===== src/design/etpq_pkg.sv =====
// ----------------------------------------------------------------------------
// etpq_pkg: shared types and codes for the event time priority queue
// Holds the command and result item layouts, the stored entry layout, the
// per-cycle control word given to every cell, and the operation, kind and
// status codes.
// ----------------------------------------------------------------------------
package etpq_pkg;

    localparam int TIME_W = 32;
    localparam int TAG_W  = 16;
    localparam int OCC_W  = 5;
    localparam int STAT_W = 2;

    localparam logic OP_INSERT = 1'b0;
    localparam logic OP_REMOVE = 1'b1;

    localparam logic KIND_ARRIVAL   = 1'b0;
    localparam logic KIND_DEPARTURE = 1'b1;

    localparam logic [STAT_W-1:0] ST_OK    = 2'd0;
    localparam logic [STAT_W-1:0] ST_EMPTY = 2'd1;
    localparam logic [STAT_W-1:0] ST_FULL  = 2'd2;

    typedef struct packed {
        logic              operation;
        logic [TIME_W-1:0] event_time;
        logic              event_kind;
        logic [TAG_W-1:0]  event_tag;
    } command_t;

    typedef struct packed {
        logic [STAT_W-1:0] status;
        logic              head_valid;
        logic [TIME_W-1:0] head_time;
        logic              head_kind;
        logic [TAG_W-1:0]  head_tag;
        logic [OCC_W-1:0]  occupancy;
    } result_t;

    typedef struct packed {
        logic [TIME_W-1:0] event_time;
        logic              event_kind;
        logic [TAG_W-1:0]  event_tag;
    } entry_t;

    typedef struct packed {
        logic insert;
        logic remove;
    } cell_ctrl_t;

endpackage


===== src/design/etpq_cell.sv =====
// ----------------------------------------------------------------------------
// etpq_cell: one slot of the sorted shift-register queue
// Compares the new event against its own entry and, on an insert, keeps its
// entry, takes the new event or takes its left neighbor's entry; on a remove
// it takes its right neighbor's entry.
// ----------------------------------------------------------------------------
module etpq_cell (
    input  logic                clk,
    input  etpq_pkg::cell_ctrl_t ctrl,
    input  logic                occupied,
    input  etpq_pkg::entry_t    new_entry,
    input  etpq_pkg::entry_t    left_entry,
    input  logic                left_behind,
    input  etpq_pkg::entry_t    right_entry,
    output etpq_pkg::entry_t    entry,
    output logic                behind
);

    etpq_pkg::entry_t entry_reg;
    etpq_pkg::entry_t entry_next;
    logic             goes_behind;

    // The new event goes behind an earlier entry, or behind an arrival of the
    // same time when it is itself a departure.
    always_comb
    begin
        goes_behind = (entry_reg.event_time < new_entry.event_time) ||
                      ((entry_reg.event_time == new_entry.event_time) &&
                       (new_entry.event_kind == etpq_pkg::KIND_DEPARTURE) &&
                       (entry_reg.event_kind == etpq_pkg::KIND_ARRIVAL));
    end

    assign behind = occupied && goes_behind;

    always_comb
    begin
        entry_next = entry_reg;
        priority if (ctrl.insert)
        begin
            priority if (behind)
            begin
                entry_next = entry_reg;
            end
            else if (left_behind)
            begin
                entry_next = new_entry;
            end
            else
            begin
                entry_next = left_entry;
            end
        end
        else if (ctrl.remove)
        begin
            entry_next = right_entry;
        end
        else
        begin
            entry_next = entry_reg;
        end
    end

    always_ff @(posedge clk)
    begin
        entry_reg <= entry_next;
    end

    assign entry = entry_reg;

endmodule


===== src/design/event_time_priority_queue_unit.sv =====
// ----------------------------------------------------------------------------
// event_time_priority_queue_unit: bounded event queue sorted by timestamp
// A row of QUEUE_DEPTH cells keeps the events in order, head in cell zero.
//
// A command item is taken at a rising edge with start high and busy low.
// busy stays low: the row of cells finishes an insert or a remove in the
// cycle it is taken, so one item may be given in every cycle.
// An insert puts the event behind every earlier event; at equal time a
// departure goes behind the arrivals and ahead of the departures, and an
// arrival goes ahead of all. A remove drops the head event.
// Each item yields one result item in the cycle after it is taken, shown for
// exactly one cycle while done is high: the status (ok, remove from empty,
// insert into full), the head event after the step and the occupancy.
// Throughput is one item per cycle, set by every cell's compare and shift.
// A refused insert or a remove from an empty queue changes nothing.
// Reset empties the queue and clears done; slot contents are not cleared.
// The receiver cannot hold results off, so none are ever stalled.
// ----------------------------------------------------------------------------
module event_time_priority_queue_unit #(
    parameter int QUEUE_DEPTH = 16
) (
    input  logic               clk,
    input  logic               rst_n,
    input  logic               start,
    output logic               busy,
    input  etpq_pkg::command_t command,
    output logic               done,
    output etpq_pkg::result_t  result
);

    localparam int CNT_W = $clog2(QUEUE_DEPTH + 1);

    logic [CNT_W-1:0]            count_reg;
    logic [CNT_W-1:0]            count_next;
    logic                        done_reg;
    logic [etpq_pkg::STAT_W-1:0] status_reg;
    logic [etpq_pkg::STAT_W-1:0] status_next;

    logic                 accept;
    logic                 is_full;
    logic                 is_empty;
    etpq_pkg::cell_ctrl_t ctrl;
    etpq_pkg::entry_t     new_entry;
    etpq_pkg::entry_t     cell_entry [QUEUE_DEPTH];
    logic                 cell_behind [QUEUE_DEPTH];
    logic [31:0]          count_ext;

    assign busy     = 1'b0;
    assign accept   = start && !busy;
    assign is_full  = (count_reg == CNT_W'(QUEUE_DEPTH));
    assign is_empty = (count_reg == '0);

    assign new_entry.event_time = command.event_time;
    assign new_entry.event_kind = command.event_kind;
    assign new_entry.event_tag  = command.event_tag;

    always_comb
    begin
        ctrl        = '0;
        count_next  = count_reg;
        status_next = status_reg;
        if (accept)
        begin
            status_next = etpq_pkg::ST_OK;
            unique case (command.operation)
                etpq_pkg::OP_INSERT:
                begin
                    if (is_full)
                    begin
                        status_next = etpq_pkg::ST_FULL;
                    end
                    else
                    begin
                        ctrl.insert = 1'b1;
                        count_next  = count_reg + 1'b1;
                    end
                end
                etpq_pkg::OP_REMOVE:
                begin
                    if (is_empty)
                    begin
                        status_next = etpq_pkg::ST_EMPTY;
                    end
                    else
                    begin
                        ctrl.remove = 1'b1;
                        count_next  = count_reg - 1'b1;
                    end
                end
                default:
                begin
                    status_next = etpq_pkg::ST_OK;
                end
            endcase
        end
    end

    genvar gi;
    generate
        for (gi = 0; gi < QUEUE_DEPTH; gi++)
        begin : g_cell
            etpq_pkg::entry_t left_entry;
            etpq_pkg::entry_t right_entry;
            logic             left_behind;

            if (gi == 0)
            begin : g_first
                assign left_entry  = new_entry;
                assign left_behind = 1'b0;
            end
            else
            begin : g_inner_left
                assign left_entry  = cell_entry[gi-1];
                assign left_behind = cell_behind[gi-1];
            end

            if (gi == QUEUE_DEPTH - 1)
            begin : g_last
                assign right_entry = new_entry;
            end
            else
            begin : g_inner_right
                assign right_entry = cell_entry[gi+1];
            end

            etpq_cell u_cell (
                .clk         (clk),
                .ctrl        (ctrl),
                .occupied    (count_reg > CNT_W'(gi)),
                .new_entry   (new_entry),
                .left_entry  (left_entry),
                .left_behind (left_behind),
                .right_entry (right_entry),
                .entry       (cell_entry[gi]),
                .behind      (cell_behind[gi])
            );
        end
    endgenerate

    always_ff @(posedge clk or negedge rst_n)
    begin
        if (!rst_n)
        begin
            count_reg  <= '0;
            done_reg   <= 1'b0;
            status_reg <= etpq_pkg::ST_OK;
        end
        else
        begin
            count_reg  <= count_next;
            done_reg   <= accept;
            status_reg <= status_next;
        end
    end

    assign count_ext = 32'(count_reg);
    assign done      = done_reg;

    always_comb
    begin
        result            = '0;
        result.status     = status_reg;
        result.head_valid = !is_empty;
        result.occupancy  = count_ext[etpq_pkg::OCC_W-1:0];
        if (!is_empty)
        begin
            result.head_time = cell_entry[0].event_time;
            result.head_kind = cell_entry[0].event_kind;
            result.head_tag  = cell_entry[0].event_tag;
        end
    end

    a_count_bounded : assert property (@(posedge clk) disable iff (!rst_n)
        count_reg <= CNT_W'(QUEUE_DEPTH))
        else $error("Stored count exceeds the queue depth.");

    a_full_refused : assert property (@(posedge clk) disable iff (!rst_n)
        (accept && command.operation == etpq_pkg::OP_INSERT && is_full)
        |=> (done && result.status == etpq_pkg::ST_FULL && $stable(count_reg)))
        else $error("An insert into a full queue was not refused.");

    a_insert_grows : assert property (@(posedge clk) disable iff (!rst_n)
        (accept && command.operation == etpq_pkg::OP_INSERT && !is_full)
        |=> (count_reg == $past(count_reg) + 1'b1 && result.head_valid))
        else $error("An accepted insert did not add one event.");

    a_empty_remove : assert property (@(posedge clk) disable iff (!rst_n)
        (accept && command.operation == etpq_pkg::OP_REMOVE && is_empty)
        |=> (done && result.status == etpq_pkg::ST_EMPTY && !result.head_valid))
        else $error("A remove from an empty queue was not flagged.");

    a_one_result : assert property (@(posedge clk) disable iff (!rst_n)
        !accept |=> !done)
        else $error("A result appeared without an accepted item.");

endmodule

===== config.mk =====
export PLATFORM = sky130hd
export DESIGN_NAME = event_time_priority_queue_unit
export DESIGN_NICKNAME = d
export VERILOG_FILES = /design/src/design/etpq_pkg.sv /design/src/design/etpq_cell.sv /design/src/design/event_time_priority_queue_unit.sv
export SDC_FILE = /design/constraint.sdc
export NUM_CORES = 2
export LEC_CHECK = 0
export ABC_AREA = 0
export ABC_CLOCK_PERIOD_IN_PS = 7700
export BUFFER_PORTS_ARGS = -buffer_cell sky130_fd_sc_hd__buf_2
export CELL_PAD_IN_SITES_DETAIL_PLACEMENT = 0
export CELL_PAD_IN_SITES_GLOBAL_PLACEMENT = 1
export CORE_UTILIZATION = 45
export DETAILED_ROUTE_END_ITERATION = 6
export GPL_TIMING_DRIVEN = 0
export PLACE_DENSITY_LB_ADDON = 0.25
export SYNTH_ARGS = -nofsm -noshare
export SYNTH_HDL_FRONTEND = slang
export SYNTH_HIERARCHICAL = 1
export SYNTH_SLANG_ARGS = --single-unit

===== constraint.sdc =====
create_clock -name clk -period 7.7 [get_ports clk]
set_input_delay 0.385 -clock clk [delete_from_list [all_inputs] [get_ports clk]]
set_output_delay 0.385 -clock clk [all_outputs]
set_load 0.02 [all_outputs]

==> results.md <==
- Status: complete, no violations
- Synth area leaders: edfxtp_1 43%, mux2i_1 14%, ha_1 12%, a21oi_1 9.1%, nor2_1 5.7%
- GR peak layer: met2
- Worst Skew: approximately 0.033 ns
- Die Wd: 350 um
- Switch share: 36.6%
- Vias in the first global route: 41900
- Cells after DPL: around 7200
- Die area: about 120000 sq um
- Layout area overhead: 10.8%
- Post-synthesis adder-cell area fraction: 11.9%
- Postcts setup bufs: 0
- Port bufs: 109
- Worst slew margin: approximately a third
- Fillers: 11300
- Wirelength per Cell: 20.9 um
- Crit path max fanout: 27
- Worst Path Arrival: 5.02 ns
- Gpl congestion: ~0.88
- Net Switching: 6.30 mW
- CTS root buf: clkbuf_16
- Slowest cell delay on critical path: 0.69 ns
- Synth unique cells: 54
- Critical Path Slowest Stage Cell: a21oi_4
- First-pass GRT wire length: 237000 um
- DRC: 0
- Cell repeated most along the worst path: clkbuf_1
- Worst-Margin Slew: 0.986 ns
- Site row count: 127
- Pin count of the biggest net entering global routing: 35
- Pwr/cell area: ~280 nW/um^2
- Max Cap Violations: 0
- Final setup viols: 0
- Dominant synthesized flop cell: edfxtp_1
- Gr ovfl total: 0
- # clock sinks: slightly below 800
- Top Ports: ~110
- Xor/xnor share of the synthesized area: 0.0481%
- CP required: 8.07 ns
- Detailed Routing Iterations Pass 1: 5
- FF/Latch Area: 23700 sq um
- Max reg flops: 784
- Combinational Power Share: 36.6%
- Mux cell area share after synthesis: 14.4%
- Ys Warns: 6
- Critical Path, Cell by Cell: clkbuf_1 > inv_1 > ha_1 > nor3b_2 > a21oi_2 > clkbuf_1 > clkbuf_1 > nor2_1 > a21oi_4 > buf_12
- NumNets Final: 6212
- Post-Synth Simple-Gate Area: a little under an eighth
- Sequential power share: 38.5%
- RSZ-0062 raised after global routing: false
- Final-report hold violation count: 0
- Layout cells sized above 1: 8.44%
- CTS tree: yes
- Worst hold path type: primary input to flip-flop
- Total leakage power: 26.3 nW
- Critical Path Start Type: flip-flop
- Synth top area share: between 40% and 50%
- Post-route ant nets: 0
- Post-synth ARST share: 1.01%
- Setup CP Type: flip-flop to flip-flop
- Core Box Area: 120000 sq um
- Cell taking the most area after synthesis: edfxtp_1
- Worst setup EP type: flip-flop
- Most frequent cell after synthesis: a21oi_1
- FF+latch count, synth: 792
- Post-synthesis sequential area ratio: 43.5%
- Total negative slack: 0 ns
- Antenna violations before repair: 7
- Fmax: 0.215 GHz
- Int Power: 10.9 mW
- Post-route insts no fill: between 7000 and 8000
- Post-synth EDFFs: 784
- H-Tree Depth: 3
- Wirelength, routed: 153000 um
- Worst-case clock buffer depth: 3
- Post-DP HPWL: 121000 um
- Cells after Synth: 5415
- Compound-Gate Fraction of Synth Area: 12.7%
- Met1 Usage GRT: 34.8%
- Multi-input logic area: 27800 sq um
- Num CTS Buffers: between 90 and 100
- Worst VDD drop: around 0.00016 V
- M3 GR Usage: 2.99%
- Via count: 41100
- Largest family of logic cells by synthesized area: multiplexers
- Post-route minimum period: 4.65 ns
- DIE HEIGHT: 350 um
- GRT Total Usage: between 20% and 30%
- Fin crit share: 60.4%
- Count of pins over their slew limit: 0
- Syn Std Cell Area: 54600 sq um
- Starting density of the core: 45.4%
- GRT met2 Usage: 40.4%
- CTS clk-pin slew, worst paths: about 0.060 ns
- Iter 0 DRT Violations: about 2800
- Clock latency on the worst-skew pair: around 0.69 ns
- Top cells by count, synth: 995 x a21oi_1, 834 x nor2_1, 786 x mux2i_1
- Number of vias per cell: roughly 5.6
- Syn_area_per_cell: 10.1 sq um
- Clock power frac: about a quarter
per-layer routing:
layer / share of wire, % / vias up / wire length (um)
met5: 0.018 / - / 27
met4: 1.4 / 4 / 2180
met3: 5.1 / 177 / 7790
met2: 47 / 851 / 71600
met1: 47 / 20000 / 71400
li1: - / 20000 / -
metrics by stage:
| stage | setup slack (ns) | cell area, sq um | power, mW | util, % | hold WS [ns] |
|---|---|---|---|---|---|
| 2_1_floorplan | 3.32 | 54600 | 11.1 | - | 0.0894 |
| 3_5_place_dp | 2.86 | 57600 | 13.0 | 48.0 | 0.302 |
| 4_1_cts | 2.95 | 60500 | 17.3 | 50.4 | 0.0884 |
| 5_1_grt | 2.78 | 60500 | 18.2 | 50.4 | 0.129 |
| 3_3_place_gp | 1.27 | 57200 | 12.8 | 47.6 | 0.305 |
| 6_report | 3.05 | 60500 | 17.2 | 50.4 | 0.117 |
cells by family after synthesis:
| group | after synthesis |
|---|---|
| compound gates | 1227 |
| xor+xnor | 3 |
| fa+ha+maj | 518 |
| buf+inv | 802 |
| flops | 792 |
| mux | 786 |
| other cells | 1 |
| simple gates | 1286 |
layout make-up:
type	instances	share of cell area, %
diodes	1	0.00414
clock buffers	128	4.24
multi-input cells	3822	45.9
flip-flops and latches	792	39.3
inverters	519	3.22
clock inverters	42	0.467
plain buffers	283	2.07
well taps	1612	3.33
repair buffers	128	1.48
what timing repair did:
action | CTS | global route
hold endpoints to repair | 9 | 0
hold buffers | 2 | 0
gates resized for setup | 0 | 0
endpoints found under the setup margin | 0 | 0
final timing paths:
path / startpoint / end / slack (ns) / cells after the start
max in group asynchronous: rst_n / count_reg[4] / 7.31 / 2
min in group asynchronous: rst_n / count_reg[0] / 0.14 / 2
hold reg to reg: g_cell[15].u_cell/entry[8] / g_cell[14].u_cell/entry[8] / 0.57 / 2
setup reg to reg: count_reg[0] / g_cell[15].u_cell/entry[31] / 3.05 / 10
setup / recovery: count_reg[0] / g_cell[15].u_cell/entry[31] / 3.05 / 10
hold / removal: command[49] / status_reg[0] / 0.12 / 3
critical path: cells and delay by family (launching register included):
family,cells,cell delay (ns)
AO/OA/AOI/OAI,2,1.35
adder cells (fa/ha/maj),1,0.28
AND/OR/NAND/NOR,2,0.34
flip-flops,1,0.41
buffers and inverters,5,1.91
power groups by stage:
stage | Clock [mW] | Sequential [mW] | Combinational, mW
floorplan | 0 | 6.40 | 4.67
global placement | 0 | 6.79 | 5.99
detailed placement | 0 | 6.74 | 6.26
CTS | 4.39 | 6.66 | 6.28
global route | 4.55 | 6.72 | 6.94
finish | 4.28 | 6.64 | 6.31
layout by cell type, fill, tap and decap left out, drive strengths merged, types with 3 or more instances in the layout:
cell / n
clkbuf: 327
edfxtp: 784
mux2i: 786
o211ai: 17
a21boi: 17
o21bai: 16
nand4b: 16
inv: 521
o31a: 17
nand4: 49
clkinv: 34
clkinvlp: 3
ha: 518
dfrtp: 8
a32oi: 16
nor2: 850
and4: 64
nand3: 65
buf: 210
o21ai: 78
nand4bb: 16
xnor2: 3
and2: 49
a211oi: 16
nand2: 134
a21oi: 1011
a221oi: 16
nor3: 18
nor2b: 17
bufinv: 3
o31ai: 18
Power figures use the tool's default switching activity.
